==> src/hw/rtl/alpha_blend_blit_with_clipping_defines.svh <==
// ----------------------------------------------------------------------------
// Assertion macros for the sprite blitter
// Shared concurrent assertion forms, clocked and gated by synchronous reset.
// ----------------------------------------------------------------------------
`ifndef ALPHA_BLEND_BLIT_WITH_CLIPPING_DEFINES_SVH
`define ALPHA_BLEND_BLIT_WITH_CLIPPING_DEFINES_SVH

// Same-cycle implication
`define ABB_ASSERT_IMPL(lbl, clk_s, rstn_s, ante, cons, msg) \
  lbl: assert property (@(posedge clk_s) disable iff (!(rstn_s)) (ante) |-> (cons)) \
    else $error(msg);

// Next-cycle implication
`define ABB_ASSERT_NEXT(lbl, clk_s, rstn_s, ante, cons, msg) \
  lbl: assert property (@(posedge clk_s) disable iff (!(rstn_s)) (ante) |=> (cons)) \
    else $error(msg);

`endif

==> src/hw/rtl/abb_pkg.sv <==
// ----------------------------------------------------------------------------
// Sprite blitter package
// Widths, register codes, pixel types and the per-channel blend function.
// ----------------------------------------------------------------------------
package abb_pkg;

  localparam int COORD_BITS_DEF = 12;
  localparam int QUEUE_DEPTH    = 4;
  localparam int REG_W          = 13;
  localparam int CHAN_W         = 8;
  localparam int INDEX_W        = 24;
  localparam int CFG_IDX_W      = 3;

  localparam logic [CHAN_W-1:0] ALPHA_OPAQUE = 8'd255;
  localparam logic [CHAN_W-1:0] ALPHA_CLEAR  = 8'd0;

  // Configuration register indexes
  typedef enum logic [CFG_IDX_W-1:0] {
    REG_SCREEN_WIDTH  = 3'd0,
    REG_SCREEN_HEIGHT = 3'd1,
    REG_DEST_X        = 3'd2,
    REG_DEST_Y        = 3'd3,
    REG_SPRITE_WIDTH  = 3'd4,
    REG_SPRITE_HEIGHT = 3'd5,
    REG_BLEND_ENABLE  = 3'd6
  } cfg_reg_t;

  // Pixel operation chosen by the front end
  typedef enum logic [1:0] {
    OP_COPY  = 2'd0,
    OP_SKIP  = 2'd1,
    OP_BLEND = 2'd2
  } pix_op_t;

  typedef struct packed {
    logic [CHAN_W-1:0] blue;
    logic [CHAN_W-1:0] green;
    logic [CHAN_W-1:0] red;
    logic [CHAN_W-1:0] alpha;
  } bgra_t;

  typedef struct packed {
    logic [REG_W-1:0]        screen_width;
    logic [REG_W-1:0]        screen_height;
    logic signed [REG_W-1:0] dest_x;
    logic signed [REG_W-1:0] dest_y;
    logic [REG_W-1:0]        sprite_width;
    logic [REG_W-1:0]        sprite_height;
    logic                    blend_enable;
  } blit_cfg_t;

  // Classified pixel handed from front end to back end
  typedef struct packed {
    pix_op_t          op;
    logic             on_screen;
    logic             last;
    logic [REG_W-1:0] x;
    logic [REG_W-1:0] y;
    bgra_t            src;
    bgra_t            dst;
  } blit_item_t;

  typedef struct packed {
    logic last;
    logic at_origin;
  } front_stat_t;

  typedef struct packed {
    logic full;
    logic empty;
  } queue_stat_t;

  // dst + floor(a * (s - d) / 256), modulo 256
  function automatic logic [CHAN_W-1:0] blend_chan(input logic [CHAN_W-1:0] s,
                                                   input logic [CHAN_W-1:0] d,
                                                   input logic [CHAN_W-1:0] a);
    logic signed [CHAN_W:0]       diff;
    logic signed [2*CHAN_W+1:0]   prod;
    logic signed [CHAN_W+1:0]     q;
    logic [CHAN_W-1:0]            res;
    diff = $signed({1'b0, s}) - $signed({1'b0, d});
    prod = $signed({{(CHAN_W+2){1'b0}}, a})
         * $signed({{(CHAN_W+1){diff[CHAN_W]}}, diff});
    q    = prod[2*CHAN_W+1:CHAN_W];
    res  = d + q[CHAN_W-1:0];
    return res;
  endfunction

endpackage

==> src/hw/rtl/abb_in_if.sv <==
// ----------------------------------------------------------------------------
// Sprite pixel input channel
// Valid/ready channel carrying one sprite pixel and the screen pixel below it.
// ----------------------------------------------------------------------------
interface abb_in_if;
  import abb_pkg::*;

  logic              valid;
  logic              ready;
  logic [CHAN_W-1:0] src_blue;
  logic [CHAN_W-1:0] src_green;
  logic [CHAN_W-1:0] src_red;
  logic [CHAN_W-1:0] src_alpha;
  logic [CHAN_W-1:0] dst_blue;
  logic [CHAN_W-1:0] dst_green;
  logic [CHAN_W-1:0] dst_red;
  logic [CHAN_W-1:0] dst_alpha;

  modport source (
    output valid, src_blue, src_green, src_red, src_alpha,
    output dst_blue, dst_green, dst_red, dst_alpha,
    input  ready
  );

  modport sink (
    input  valid, src_blue, src_green, src_red, src_alpha,
    input  dst_blue, dst_green, dst_red, dst_alpha,
    output ready
  );
endinterface

==> src/hw/rtl/abb_out_if.sv <==
// ----------------------------------------------------------------------------
// Screen write output channel
// Valid/ready channel carrying one screen write request per transaction.
// ----------------------------------------------------------------------------
interface abb_out_if;
  import abb_pkg::*;

  logic               valid;
  logic               ready;
  logic               write_enable;
  logic [INDEX_W-1:0] screen_index;
  logic [CHAN_W-1:0]  out_blue;
  logic [CHAN_W-1:0]  out_green;
  logic [CHAN_W-1:0]  out_red;
  logic [CHAN_W-1:0]  out_alpha;
  logic               last_pixel;

  modport source (
    output valid, write_enable, screen_index,
    output out_blue, out_green, out_red, out_alpha, last_pixel,
    input  ready
  );

  modport sink (
    input  valid, write_enable, screen_index,
    input  out_blue, out_green, out_red, out_alpha, last_pixel,
    output ready
  );
endinterface

==> src/hw/rtl/alpha_blend_blit_with_clipping.sv <==
// ----------------------------------------------------------------------------
// Alpha blend sprite blitter with screen clipping
// Sprite pixels in raster order come in on in_ch together with the screen
// pixel beneath each; one screen write request per pixel leaves on out_ch.
// Geometry and blend mode are set through cfg_we / cfg_index / cfg_wdata
// while the blitter is idle; writes do not disturb the raster counters.
// A pixel accepted on in_ch is written into the queue and then loaded into the
// back end's result register, from which out_ch offers it.
// Throughput: one pixel per clock while out_ch accepts; the front end, the
// four-entry queue and the back end's result register each pass one
// transaction a cycle. When out_ch stalls the result register holds and the
// queue fills; in_ch ready drops only once the queue holds four pixels.
// Reset: raster counters return to the sprite origin, the queue and result
// register empty, and registers take 640x480 screen, sprite 64x64 at (0,0),
// blending on.
// ----------------------------------------------------------------------------
`include "alpha_blend_blit_with_clipping_defines.svh"

module alpha_blend_blit_with_clipping #(
  parameter int COORD_BITS  = abb_pkg::COORD_BITS_DEF,
  parameter int QUEUE_DEPTH = abb_pkg::QUEUE_DEPTH
) (
  input  logic                          clk,
  input  logic                          rst_n,
  input  logic                          cfg_we,
  input  logic [abb_pkg::CFG_IDX_W-1:0] cfg_index,
  input  logic [abb_pkg::REG_W-1:0]     cfg_wdata,
  abb_in_if.sink                        in_ch,
  abb_out_if.source                     out_ch
);
  import abb_pkg::*;

  localparam int ITEM_W = $bits(blit_item_t);

  blit_cfg_t   cfg_r;
  front_stat_t f_stat;
  queue_stat_t q_stat;
  blit_item_t  f_item;
  blit_item_t  q_item;
  logic [ITEM_W-1:0] q_data;
  logic        in_fire;
  logic        back_pop;
  bgra_t       in_src, in_dst;

  // Configuration registers
  always_ff @(posedge clk) begin
    if (!rst_n) begin
      cfg_r.screen_width  <= 13'd640;
      cfg_r.screen_height <= 13'd480;
      cfg_r.dest_x        <= '0;
      cfg_r.dest_y        <= '0;
      cfg_r.sprite_width  <= 13'd64;
      cfg_r.sprite_height <= 13'd64;
      cfg_r.blend_enable  <= 1'b1;
    end else if (cfg_we) begin
      unique case (cfg_index)
        REG_SCREEN_WIDTH:  cfg_r.screen_width  <= cfg_wdata;
        REG_SCREEN_HEIGHT: cfg_r.screen_height <= cfg_wdata;
        REG_DEST_X:        cfg_r.dest_x        <= cfg_wdata;
        REG_DEST_Y:        cfg_r.dest_y        <= cfg_wdata;
        REG_SPRITE_WIDTH:  cfg_r.sprite_width  <= cfg_wdata;
        REG_SPRITE_HEIGHT: cfg_r.sprite_height <= cfg_wdata;
        REG_BLEND_ENABLE:  cfg_r.blend_enable  <= cfg_wdata[0];
        default: begin
        end
      endcase
    end
  end

  // Input transaction
  assign in_ch.ready = !q_stat.full;
  assign in_fire     = in_ch.valid && in_ch.ready;

  always_comb begin
    in_src.blue  = in_ch.src_blue;
    in_src.green = in_ch.src_green;
    in_src.red   = in_ch.src_red;
    in_src.alpha = in_ch.src_alpha;
    in_dst.blue  = in_ch.dst_blue;
    in_dst.green = in_ch.dst_green;
    in_dst.red   = in_ch.dst_red;
    in_dst.alpha = in_ch.dst_alpha;
  end

  abb_front #(
    .COORD_BITS (COORD_BITS)
  ) u_front (
    .clk   (clk),
    .rst_n (rst_n),
    .cfg   (cfg_r),
    .fire  (in_fire),
    .src   (in_src),
    .dst   (in_dst),
    .item  (f_item),
    .stat  (f_stat)
  );

  abb_queue #(
    .WIDTH (ITEM_W),
    .DEPTH (QUEUE_DEPTH)
  ) u_queue (
    .clk       (clk),
    .rst_n     (rst_n),
    .push      (in_fire),
    .push_data (f_item),
    .pop       (back_pop),
    .pop_data  (q_data),
    .stat      (q_stat)
  );

  assign q_item = blit_item_t'(q_data);

  abb_back u_back (
    .clk          (clk),
    .rst_n        (rst_n),
    .screen_width (cfg_r.screen_width),
    .item_valid   (!q_stat.empty),
    .item         (q_item),
    .item_pop     (back_pop),
    .out_ch       (out_ch)
  );

  // Checks
  `ABB_ASSERT_IMPL(a_pop_nonempty, clk, rst_n, back_pop, !q_stat.empty, "pop from empty queue")
  `ABB_ASSERT_IMPL(a_drain_when_free, clk, rst_n, !q_stat.empty && (!out_ch.valid || out_ch.ready), back_pop, "queued pixel not moved to free result register")
  `ABB_ASSERT_NEXT(a_last_wraps, clk, rst_n, in_fire && f_stat.last, f_stat.at_origin, "raster counters did not wrap after last pixel")

endmodule

==> src/hw/rtl/abb_front.sv <==
// ----------------------------------------------------------------------------
// Sprite blitter front end
// Tracks sprite column and row, clips against the screen, classifies pixels.
// ----------------------------------------------------------------------------
module abb_front #(
  parameter int COORD_BITS = abb_pkg::COORD_BITS_DEF
) (
  input  logic                clk,
  input  logic                rst_n,
  input  abb_pkg::blit_cfg_t  cfg,
  input  logic                fire,
  input  abb_pkg::bgra_t      src,
  input  abb_pkg::bgra_t      dst,
  output abb_pkg::blit_item_t item,
  output abb_pkg::front_stat_t stat
);
  import abb_pkg::*;

  localparam int EXT_W = ((COORD_BITS > REG_W) ? COORD_BITS : REG_W) + 1;
  localparam int POS_W = EXT_W + 1;
  localparam logic [EXT_W-1:0] SIZE_LIM = {{(EXT_W-1){1'b0}}, 1'b1} << COORD_BITS;
  localparam logic [EXT_W-1:0] ONE_EXT  = {{(EXT_W-1){1'b0}}, 1'b1};

  // Clamp a size register to 1 .. 2^COORD_BITS
  function automatic logic [EXT_W-1:0] eff_size(input logic [REG_W-1:0] v);
    logic [EXT_W-1:0] ve;
    ve = {{(EXT_W-REG_W){1'b0}}, v};
    if (v == '0) begin
      return ONE_EXT;
    end else if (ve > SIZE_LIM) begin
      return SIZE_LIM;
    end
    return ve;
  endfunction

  logic [COORD_BITS-1:0] col_r, col_nxt;
  logic [COORD_BITS-1:0] row_r, row_nxt;
  logic [EXT_W-1:0]      w_eff, h_eff, col_inc, row_inc;
  logic                  row_end, last;
  logic [POS_W-1:0]      pos_x, pos_y;
  logic                  on_screen;
  pix_op_t               op;

  // Sprite position and end-of-row / end-of-sprite detection
  always_comb begin
    w_eff   = eff_size(cfg.sprite_width);
    h_eff   = eff_size(cfg.sprite_height);
    col_inc = {{(EXT_W-COORD_BITS){1'b0}}, col_r} + ONE_EXT;
    row_inc = {{(EXT_W-COORD_BITS){1'b0}}, row_r} + ONE_EXT;
    row_end = col_inc >= w_eff;
    last    = row_end && (row_inc >= h_eff);
  end

  // Screen position and clipping
  always_comb begin
    pos_x = {{(POS_W-REG_W){cfg.dest_x[REG_W-1]}}, cfg.dest_x}
          + {{(POS_W-COORD_BITS){1'b0}}, col_r};
    pos_y = {{(POS_W-REG_W){cfg.dest_y[REG_W-1]}}, cfg.dest_y}
          + {{(POS_W-COORD_BITS){1'b0}}, row_r};
    on_screen = !pos_x[POS_W-1] && !pos_y[POS_W-1]
             && (pos_x < {{(POS_W-REG_W){1'b0}}, cfg.screen_width})
             && (pos_y < {{(POS_W-REG_W){1'b0}}, cfg.screen_height});
  end

  // Classify the pixel
  always_comb begin
    if (!cfg.blend_enable || (src.alpha == ALPHA_OPAQUE)) begin
      op = OP_COPY;
    end else if (src.alpha == ALPHA_CLEAR) begin
      op = OP_SKIP;
    end else begin
      op = OP_BLEND;
    end
  end

  always_comb begin
    item.op        = op;
    item.on_screen = on_screen;
    item.last      = last;
    item.x         = pos_x[REG_W-1:0];
    item.y         = pos_y[REG_W-1:0];
    item.src       = src;
    item.dst       = dst;
    stat.last      = last;
    stat.at_origin = (col_r == '0) && (row_r == '0);
  end

  // Advance the raster counters
  always_comb begin
    col_nxt = col_r;
    row_nxt = row_r;
    if (fire) begin
      if (row_end) begin
        col_nxt = '0;
        row_nxt = last ? '0 : row_inc[COORD_BITS-1:0];
      end else begin
        col_nxt = col_inc[COORD_BITS-1:0];
      end
    end
  end

  always_ff @(posedge clk) begin
    if (!rst_n) begin
      col_r <= '0;
      row_r <= '0;
    end else begin
      col_r <= col_nxt;
      row_r <= row_nxt;
    end
  end

endmodule

==> src/hw/rtl/abb_queue.sv <==
// ----------------------------------------------------------------------------
// Sprite blitter item queue
// Small flop-based FIFO decoupling the front end from the back end.
// ----------------------------------------------------------------------------
module abb_queue #(
  parameter int WIDTH = 8,
  parameter int DEPTH = abb_pkg::QUEUE_DEPTH
) (
  input  logic                 clk,
  input  logic                 rst_n,
  input  logic                 push,
  input  logic [WIDTH-1:0]     push_data,
  input  logic                 pop,
  output logic [WIDTH-1:0]     pop_data,
  output abb_pkg::queue_stat_t stat
);
  import abb_pkg::*;

  localparam int PTR_W = (DEPTH > 1) ? $clog2(DEPTH) : 1;
  localparam int CNT_W = $clog2(DEPTH + 1);
  localparam logic [PTR_W-1:0] PTR_LAST = PTR_W'(DEPTH - 1);
  localparam logic [CNT_W-1:0] CNT_FULL = CNT_W'(DEPTH);

  logic [WIDTH-1:0] slot_r [DEPTH];
  logic [PTR_W-1:0] wr_ptr_r, wr_ptr_nxt;
  logic [PTR_W-1:0] rd_ptr_r, rd_ptr_nxt;
  logic [CNT_W-1:0] cnt_r, cnt_nxt;

  // Pointer and fill count update
  always_comb begin
    wr_ptr_nxt = wr_ptr_r;
    rd_ptr_nxt = rd_ptr_r;
    cnt_nxt    = cnt_r;
    if (push) begin
      wr_ptr_nxt = (wr_ptr_r == PTR_LAST) ? '0 : wr_ptr_r + 1'b1;
    end
    if (pop) begin
      rd_ptr_nxt = (rd_ptr_r == PTR_LAST) ? '0 : rd_ptr_r + 1'b1;
    end
    if (push && !pop) begin
      cnt_nxt = cnt_r + 1'b1;
    end else if (pop && !push) begin
      cnt_nxt = cnt_r - 1'b1;
    end
  end

  always_ff @(posedge clk) begin
    if (!rst_n) begin
      wr_ptr_r <= '0;
      rd_ptr_r <= '0;
      cnt_r    <= '0;
    end else begin
      wr_ptr_r <= wr_ptr_nxt;
      rd_ptr_r <= rd_ptr_nxt;
      cnt_r    <= cnt_nxt;
    end
  end

  // Store the pushed entry
  always_ff @(posedge clk) begin
    if (push) begin
      slot_r[wr_ptr_r] <= push_data;
    end
  end

  assign pop_data   = slot_r[rd_ptr_r];
  assign stat.full  = (cnt_r == CNT_FULL);
  assign stat.empty = (cnt_r == '0);

endmodule

==> src/hw/rtl/abb_back.sv <==
// ----------------------------------------------------------------------------
// Sprite blitter back end
// Blends colors, forms the screen index and holds the result register.
// ----------------------------------------------------------------------------
module abb_back (
  input  logic                       clk,
  input  logic                       rst_n,
  input  logic [abb_pkg::REG_W-1:0]  screen_width,
  input  logic                       item_valid,
  input  abb_pkg::blit_item_t        item,
  output logic                       item_pop,
  abb_out_if.source                  out_ch
);
  import abb_pkg::*;

  logic                 out_valid_r;
  logic                 we_r, we_nxt;
  logic [INDEX_W-1:0]   idx_r, idx_nxt;
  bgra_t                pix_r, pix_nxt;
  logic                 last_r;
  logic [2*REG_W-1:0]   row_base;
  logic                 load;

  // Take a new item when the result register is free or being drained
  assign load     = item_valid && (!out_valid_r || out_ch.ready);
  assign item_pop = load;

  // Screen index, zero when clipped
  always_comb begin
    row_base = {{REG_W{1'b0}}, item.y} * {{REG_W{1'b0}}, screen_width};
    idx_nxt  = '0;
    if (item.on_screen) begin
      idx_nxt = row_base[INDEX_W-1:0] + {{(INDEX_W-REG_W){1'b0}}, item.x};
    end
  end

  // Color result and write enable
  always_comb begin
    we_nxt  = item.on_screen;
    pix_nxt = item.src;
    case (item.op)
      OP_SKIP: begin
        pix_nxt = item.dst;
        we_nxt  = 1'b0;
      end
      OP_BLEND: begin
        pix_nxt.blue  = blend_chan(item.src.blue,  item.dst.blue,  item.src.alpha);
        pix_nxt.green = blend_chan(item.src.green, item.dst.green, item.src.alpha);
        pix_nxt.red   = blend_chan(item.src.red,   item.dst.red,   item.src.alpha);
        pix_nxt.alpha = item.dst.alpha;
      end
      default: begin
        pix_nxt = item.src;
      end
    endcase
  end

  always_ff @(posedge clk) begin
    if (!rst_n) begin
      out_valid_r <= 1'b0;
    end else if (load) begin
      out_valid_r <= 1'b1;
    end else if (out_ch.ready) begin
      out_valid_r <= 1'b0;
    end
  end

  // Hold the result payload until taken
  always_ff @(posedge clk) begin
    if (load) begin
      we_r   <= we_nxt;
      idx_r  <= idx_nxt;
      pix_r  <= pix_nxt;
      last_r <= item.last;
    end
  end

  assign out_ch.valid        = out_valid_r;
  assign out_ch.write_enable = we_r;
  assign out_ch.screen_index = idx_r;
  assign out_ch.out_blue     = pix_r.blue;
  assign out_ch.out_green    = pix_r.green;
  assign out_ch.out_red      = pix_r.red;
  assign out_ch.out_alpha    = pix_r.alpha;
  assign out_ch.last_pixel   = last_r;

endmodule
==> src/flat_wrapper.sv <==
// flat-port wrapper written by rule: the top's interface ports become plain ports
module alpha_blend_blit_with_clipping_flat import abb_pkg::*;
#(
  parameter int COORD_BITS  = abb_pkg::COORD_BITS_DEF,
  parameter int QUEUE_DEPTH = abb_pkg::QUEUE_DEPTH
)
  (clk, rst_n, cfg_we, cfg_index, cfg_wdata, in_ch_valid, in_ch_src_blue, in_ch_src_green, in_ch_src_red, in_ch_src_alpha, in_ch_dst_blue, in_ch_dst_green, in_ch_dst_red, in_ch_dst_alpha, in_ch_ready, out_ch_valid, out_ch_write_enable, out_ch_screen_index, out_ch_out_blue, out_ch_out_green, out_ch_out_red, out_ch_out_alpha, out_ch_last_pixel, out_ch_ready);
  abb_in_if in_ch_i ();
  abb_out_if out_ch_i ();
  input  logic clk;
  input  logic rst_n;
  input  logic cfg_we;
  input  logic [abb_pkg::CFG_IDX_W-1:0] cfg_index;
  input  logic [abb_pkg::REG_W-1:0] cfg_wdata;
  input wire logic [$bits(in_ch_i.valid)-1:0] in_ch_valid;
  input wire logic [$bits(in_ch_i.src_blue)-1:0] in_ch_src_blue;
  input wire logic [$bits(in_ch_i.src_green)-1:0] in_ch_src_green;
  input wire logic [$bits(in_ch_i.src_red)-1:0] in_ch_src_red;
  input wire logic [$bits(in_ch_i.src_alpha)-1:0] in_ch_src_alpha;
  input wire logic [$bits(in_ch_i.dst_blue)-1:0] in_ch_dst_blue;
  input wire logic [$bits(in_ch_i.dst_green)-1:0] in_ch_dst_green;
  input wire logic [$bits(in_ch_i.dst_red)-1:0] in_ch_dst_red;
  input wire logic [$bits(in_ch_i.dst_alpha)-1:0] in_ch_dst_alpha;
  output wire logic [$bits(in_ch_i.ready)-1:0] in_ch_ready;
  output wire logic [$bits(out_ch_i.valid)-1:0] out_ch_valid;
  output wire logic [$bits(out_ch_i.write_enable)-1:0] out_ch_write_enable;
  output wire logic [$bits(out_ch_i.screen_index)-1:0] out_ch_screen_index;
  output wire logic [$bits(out_ch_i.out_blue)-1:0] out_ch_out_blue;
  output wire logic [$bits(out_ch_i.out_green)-1:0] out_ch_out_green;
  output wire logic [$bits(out_ch_i.out_red)-1:0] out_ch_out_red;
  output wire logic [$bits(out_ch_i.out_alpha)-1:0] out_ch_out_alpha;
  output wire logic [$bits(out_ch_i.last_pixel)-1:0] out_ch_last_pixel;
  input wire logic [$bits(out_ch_i.ready)-1:0] out_ch_ready;
  assign in_ch_i.valid = in_ch_valid;
  assign in_ch_i.src_blue = in_ch_src_blue;
  assign in_ch_i.src_green = in_ch_src_green;
  assign in_ch_i.src_red = in_ch_src_red;
  assign in_ch_i.src_alpha = in_ch_src_alpha;
  assign in_ch_i.dst_blue = in_ch_dst_blue;
  assign in_ch_i.dst_green = in_ch_dst_green;
  assign in_ch_i.dst_red = in_ch_dst_red;
  assign in_ch_i.dst_alpha = in_ch_dst_alpha;
  assign in_ch_ready = in_ch_i.ready;
  assign out_ch_valid = out_ch_i.valid;
  assign out_ch_write_enable = out_ch_i.write_enable;
  assign out_ch_screen_index = out_ch_i.screen_index;
  assign out_ch_out_blue = out_ch_i.out_blue;
  assign out_ch_out_green = out_ch_i.out_green;
  assign out_ch_out_red = out_ch_i.out_red;
  assign out_ch_out_alpha = out_ch_i.out_alpha;
  assign out_ch_last_pixel = out_ch_i.last_pixel;
  assign out_ch_i.ready = out_ch_ready;
  alpha_blend_blit_with_clipping #(.COORD_BITS(COORD_BITS), .QUEUE_DEPTH(QUEUE_DEPTH)) u_core (.clk(clk), .rst_n(rst_n), .cfg_we(cfg_we), .cfg_index(cfg_index), .cfg_wdata(cfg_wdata), .in_ch(in_ch_i), .out_ch(out_ch_i));
endmodule
==> config.mk <==
export PLATFORM = sky130hd
export DESIGN_NAME = alpha_blend_blit_with_clipping_flat
export DESIGN_NICKNAME = d
export VERILOG_FILES = /design/src/hw/rtl/abb_pkg.sv /design/src/hw/rtl/abb_in_if.sv /design/src/hw/rtl/abb_out_if.sv /design/src/hw/rtl/alpha_blend_blit_with_clipping.sv /design/src/hw/rtl/abb_front.sv /design/src/hw/rtl/abb_queue.sv /design/src/hw/rtl/abb_back.sv /design/src/flat_wrapper.sv
export VERILOG_INCLUDE_DIRS = /design/src /design/src/hw/rtl
export SDC_FILE = /design/constraint.sdc
export NUM_CORES = 2
export LEC_CHECK = 0
export BUFFER_PORTS_ARGS = -buffer_cell sky130_fd_sc_hd__clkbuf_2
export CORE_MARGIN = 8
export CORE_UTILIZATION = 35
export CTS_BUF_LIST = sky130_fd_sc_hd__clkbuf_16
export DETAILED_ROUTE_END_ITERATION = 8
export PLACE_DENSITY_LB_ADDON = 0.3
export SLEW_MARGIN = 10
export SYNTH_ARGS = -nofsm -noshare
export SYNTH_HDL_FRONTEND = slang
export SYNTH_SLANG_ARGS = --single-unit
==> constraint.sdc <==
create_clock -name clk -period 19.3 [get_ports clk]
set_input_delay 3.86 -clock clk [delete_from_list [all_inputs] [get_ports clk]]
set_output_delay 3.86 -clock clk [all_outputs]
set_load 0.005 [all_outputs]
### Word level (Yosys, flattened, before mapping)

Memories as Yosys holds them, arrays and structs flattened. A register that Yosys moved wholly into a read port is not among the register bits.
Cells that the tools add are included.
W data, S select, Z words.

| cells by class | value |
|---|---|
| bitwise gates (word level) | 0 |
| $mul | 4 |
| $lt $le $gt $ge | 6 |
| eq/ne operators | 12 |
| multiplexer cells | 25 |
| shift-type cells | 0 |
| divide/modulo/power cells | 0 |
| add/sub/neg operators | 15 |
| reductions and logical operators | 33 |

Operator list:

| operator | count |
|---|---|
| $mux W14 | 6 |
| $pmux W32 S2 | 1 |
| $mul A9 B9 Y16 | 3 |
| $lt A15 B13 Y1 | 2 |
| $add A13 B13 Y14 | 2 |
| $ge A13 B14 Y1 | 2 |
| $sub A8 B8 Y9 | 3 |
| $add A12 B1 Y13 const B | 2 |
| $gt A13 B13 Y1 const B | 2 |
| $logic_not A13 Y1 | 2 |
| $add A24 B13 Y24 | 1 |
| $add A8 B8 Y8 | 3 |
| $mul A13 B13 Y24 | 1 |
| $mux W12 | 2 |
| $reduce_and A2 Y1 | 8 |
| $eq A3 B3 Y1 const B | 4 |
| $mux W2 | 6 |
| $eq A8 B8 Y1 const B | 1 |
| $logic_and A1 B1 Y1 | 8 |
| $logic_not A1 Y1 | 8 |
| $logic_not A8 Y1 | 1 |
| $mux W1 | 8 |
| $eq A2 B2 Y1 const B | 3 |
| $eq A3 B2 Y1 const B | 2 |
| other kinds (9) | 14 |

| storage, ports and cells | value |
|---|---|
| output and inout port bits | 60 |
| bits in latches | 0 |
| flip-flop bits (word level) | 169 |
| memory bits (read-only) | 0 |
| input port bits | 85 |
| word-level logic and storage cells | 116 |
| memory bits (writable) | 376 |
| memories | 1 |

Memories:

| name | depth | bits a word | rd ports | clocked after memory_dff | write ports | RTL line | source |
|---|---|---|---|---|---|---|---|
| u_core.u_queue.slot_r | 4 | 94 | 1 | 1 | 1 | abb_queue.sv:24 | `logic [WIDTH-1:0] slot_r [DEPTH];` |

### Longest topological paths before layout

| logic depth | value |
|---|---|
| depth after elaboration | 7 |
| depth in mapped cells | 40 |
| depth with buffers taken out | 36 |

### By module

From an unflattened synthesis, not the netlist that was laid out.

| second synthesis, totals | value |
|---|---|
| cells, all modules | 3257 |
| area, all modules | 38349.3 µm² |

Modules (own cells, without submodules):

| module | area an instance (µm²) | sequential area each (µm²) | cells each | times used |
|---|---|---|---|---|
| abb_back | 16824.9 | 1761.7 | 1839 | 1 |
| abb_queue | 14086.0 | 11471.0 | 535 | 1 |
| abb_front | 4448.0 | 480.5 | 594 | 1 |
| alpha_blend_blit_with_clipping | 2990.4 | 1581.5 | 289 | 1 |

### Worst setup path before layout

No wires, ideal clock.

| timing | value |
|---|---|
| path type | reg2reg |
| start | reg (tool-made name) |
| end | reg u_core.u_back.pix_r (netlist bit u_core.u_back.out_ch.out_green[7]), data pin |
| path slack | 10343 ps |
| cell stages (with the launch flop) | 39 |
| path buffers | 4 |
| data arrival time | 8696 ps |
| clock period less this slack | 8957 ps |
| required time | 19039 ps |
| setup time | 261 ps |
| cell sequence | dfxtp_1 -> buf_6 -> buf_2 -> buf_2 -> buf_2 -> mux4_2 -> ha_1 -> nor2b_1 -> o21ai_0 -> a21boi_0 -> o21ai_0 -> a21oi_1 -> o21ai_0 -> nor3b_1 -> or3_1 -> fa_1 -> fa_1 -> inv_1 -> [... 3 more ...] -> fa_1 -> inv_1 -> ha_1 -> nand3_1 -> nand2_1 -> a41oi_1 -> nor2b_1 -> o21bai_1 -> xor2_1 -> ha_1 -> a21oi_1 -> a21boi_0 -> o21ai_0 -> a21oi_1 -> xnor2_1 -> xnor2_1 -> xnor2_1 -> o22ai_1 |

RTL lines:

| element | RTL line | source |
|---|---|---|
| end signal, assigned | abb_back.sv:73 | `pix_r <= pix_nxt;` |
| end, declared | abb_back.sv:19 | `bgra_t pix_r, pix_nxt;` |

==> metrics list <==
- The layout has 10167 filler cells.
* Antenna violations before repair: 12
- Counting cells, the worst reg-to-reg path comes to 34.
* Number of I/O pins: 145
* CTS tree: built
- Cell family with the largest share of critical-path delay: adder cells
- Worst path arrival time: 10.32 ns
* Number of synthesized register bits: 547
- Growth of design area from synthesis to finish: 11.5%
- Final RePlAce weighted congestion: 0.843
- Buffers added to address setup during post-CTS repair amount to 0.
* Number of unique standard cell types used by synthesis: 73
- The number of hold-slack violations in the final timing report came to 0.
- Post-cts sizing count: 0
- Final net count: 4042
- The detailed router finished its first iteration with 1600 violations.
- The slowest stage of the critical path is the sky130_fd_sc_hd__dfxtp_4 cell.
* Clock input transition at the sequential cells of the worst setup and hold paths: 0.07 ns
- Library cell used as clock root buffer: sky130_fd_sc_hd__clkbuf_16
* Insertion delay to the later sink of the worst-skew pair: 0.66 ns
- Measured against its own limit, the worst slew margin works out to 25.3%.
- The number of global-route vias before repair came to 24700.
- Number of enable-type register cells in the synthesized netlist: 434
- Measured along the x axis, the die boundary spans 342 um.
- Most common flop cell mapped by yosys: sky130_fd_sc_hd__edfxtp_1
- Largest net degree at the start of global routing: 69
- Across the whole layout, storage elements account for 15300 sq um.
- Sorting the synthesized cells by area gives the leading types as sky130_fd_sc_hd__edfxtp_1 35%, sky130_fd_sc_hd__fa_1 14%, sky130_fd_sc_hd__ha_1 11%, sky130_fd_sc_hd__dfxtp_1 6.1%, sky130_fd_sc_hd__mux4_2 5.1%.
- Hold path depth: 2
- When the netlist entered floorplanning its net count stood at 3917.
* Actual transition at the worst max-transition pin: 1.12 ns
* Fraction of final layout cells with drive strength greater than 1: 12.3%
* Total standard cell area after synthesis: 37200 sq um
- Buffering stage count on the worst path with inverters included: 5
- The share of synthesized area in the top cell type comes to 35.0%.
- A synthesized cell averages 11.5 sq um.
* Clock tree skew after final layout: 0.0469 ns
- In this design, the stage delay of the slowest critical-path cell is 0.89 ns.
- The clock drives 547 sinks.
* Endpoint class of the critical path: register
- Sequential cells were found to cover 41.1% of the synthesized design area.
- Detailed Routing Iterations Pass 1: 5
* Residual DRC count: 0
- The final layout contains routed wiring with a total length of 93000 um.
- Overall via count from detail_route: 24141
* Share of async-settable or async-resettable flops after synthesis: 0%
- Counting I/O delays and the setup requirement, the final critical path takes 9.92 ns.
- Max-cap viol count: 0
- Hold buffer count at cts: 0
- Once detail routing completed, the nets flagged for antenna violations numbered 0.
- STA puts the critical path data required time at 19.69 ns.
* Total routing usage reported by global routing: 15.8%
* Setup Total Neg Slack: 0 ns
* Standard cell core area: 105000 sq um
* Wire length of the first global-routing pass: 144000 um
- The largest total area in the synthesized netlist belongs to sky130_fd_sc_hd__edfxtp_1.
* Hold Path Class: reg2reg
- In this design, the critical path's most frequently occurring cell is sky130_fd_sc_hd__fa_1.
* Cell row count: 119
- Clock buffer count from CTS: 61
- In the finished design, the share of the clock period the worst path needs comes to 51.4%.
* Number of vias per cell after detailed routing: 5.02
* Setup repair after global routing missed its margin: false
* Commonest cells in the netlist: 434 x sky130_fd_sc_hd__edfxtp_1, 380 x sky130_fd_sc_hd__nand2_1, 378 x sky130_fd_sc_hd__inv_1, 330 x sky130_fd_sc_hd__ha_1, 264 x sky130_fd_sc_hd__fa_1
* Buffers added on ports: 144
- Critical path startpoint category: register
- Total number of H-tree levels: 2
- Number of instances in the synthesized netlist: 3238
- In the post-synthesis netlist, the cell with the most instances is sky130_fd_sc_hd__edfxtp_1.
* Post-DR wirelength/cell: 19.3 um
* Overflow after GRT: 0
- The critical path is of the reg2reg type.
* Number of cells on the critical path: 34
* Max-slew violation total from the final report: 0
- Maximum fanout along the worst path: 41
* Die boundary height: 342 um
- Total setup violations reported at the end of the flow: 0
- The Yosys step of the flow raised 0 warnings.
* Max Buffers Root-to-Sink: 3
* Effective utilization at floorplan: 35.3%
* Max Fclk: 101 MHz
- Result of the run: complete, no violations
- Die ar.: 117000 sq um
- HPWL after detailed placement: 67800 um
- Area of the multi-input gates: 20100 sq um
-- worst reg2reg max path: cells and delay by family, from the launching register on --
family,cells,cell delay (ns)
AND/OR/NAND/NOR,5,1.28
adder cells (fa/ha/maj),8,3.48
flip-flops,1,0.89
multiplexers,1,0.69
AO/OA/AOI/OAI,11,1.74
buffers and inverters,5,0.97
XOR/XNOR,4,0.67
-- per-stage QoR --
stage	hold slack (ns)	setup WS, ns	cell area, sq um	instances	utilization (%)
finish	0.465	9.38	41500	4810	39.4
global placement	0.455	9.37	39500	4690	37.5
global route	0.485	8.50	41500	4808	39.4
CTS	0.469	9.27	41500	4802	39.4
detailed placement	0.461	9.26	39500	4690	37.5
floorplan	0.438	10.34	37200	3238	-
-- layout make-up --
type | count | share of cell area, %
Tap cell | 1391 | 4.19
Timing Repair Buffer | 174 | 2.28
Clock buffer | 61 | 3.68
Multi-Input combinational cell | 2200 | 48.4
Clock inverter | 51 | 1.09
Antenna cell | 7 | 0.0422
Inverter | 379 | 3.43
Sequential cell | 547 | 36.9
-- sequential cells by signal, indices dropped and copies added (netlist names), named ones only --
register,cells
u_core.cfg_r,79
u_core.u_back.out_ch.last_pixel,1
u_core.u_back.out_ch.out_alpha,8
u_core.u_back.out_ch.out_blue,8
u_core.u_back.out_ch.out_green,8
u_core.u_back.out_ch.out_red,8
u_core.u_back.out_ch.screen_index,24
u_core.u_back.out_ch.valid,1
u_core.u_back.out_ch.write_enable,1
u_core.u_front.col_r,12
u_core.u_front.row_r,12
u_core.u_queue.cnt_r,3
u_core.u_queue.rd_ptr_r,2
u_core.u_queue.slot_r,376
u_core.u_queue.wr_ptr_r,2
-- logic make-up (layout without fill, tap and decap cells) --
family | Yosys count | count (layout) | share of synthesized area [%]
buf+inv | 491 | 665 | 5.04
mux | 109 | 109 | 5.91
simple gates | 943 | 943 | 11.8
xor+xnor | 134 | 134 | 3.15
compound gates | 420 | 420 | 7.72
other cells | 0 | 7 | 0
fa+ha+maj | 594 | 594 | 25.3
flops | 547 | 547 | 41.1
-- cells in the final DEF (no fill, tap or decap), types with 85 or more instances in the layout --
cell and instances:
sky130_fd_sc_hd__a21boi_0 96, sky130_fd_sc_hd__clkbuf_2 143, sky130_fd_sc_hd__dfxtp_1 111, sky130_fd_sc_hd__edfxtp_1 434, sky130_fd_sc_hd__fa_1 264, sky130_fd_sc_hd__ha_1 330, sky130_fd_sc_hd__inv_1 385, sky130_fd_sc_hd__mux4_2 85
sky130_fd_sc_hd__nand2_1 380, sky130_fd_sc_hd__nor2_1 191, sky130_fd_sc_hd__xnor2_1 94
-- worst paths after layout --
path,start,end,slack (ns)
worst min register to register,u_core.cfg_r[64],u_core.cfg_r[64],0.46
worst max register to register,register,u_core.u_back.out_ch.out_green[7],9.38
worst max-delay path,register,u_core.u_back.out_ch.out_green[7],9.38
worst min-delay path,u_core.cfg_r[64],u_core.cfg_r[64],0.46
-- per-layer routing --
metal  vias up  track usage (%)  share of wire, %
met3       109             2.13               4.4
met1     12119             21.2                45
li1      11437                -                 -
met2       472             26.6                48
met5         -                0             0.029
met4         4             4.59               2.3
Power is left out: the tool's default activity adds up to more than one toggle a clock period on the data nets, which glitch-free logic cannot reach.
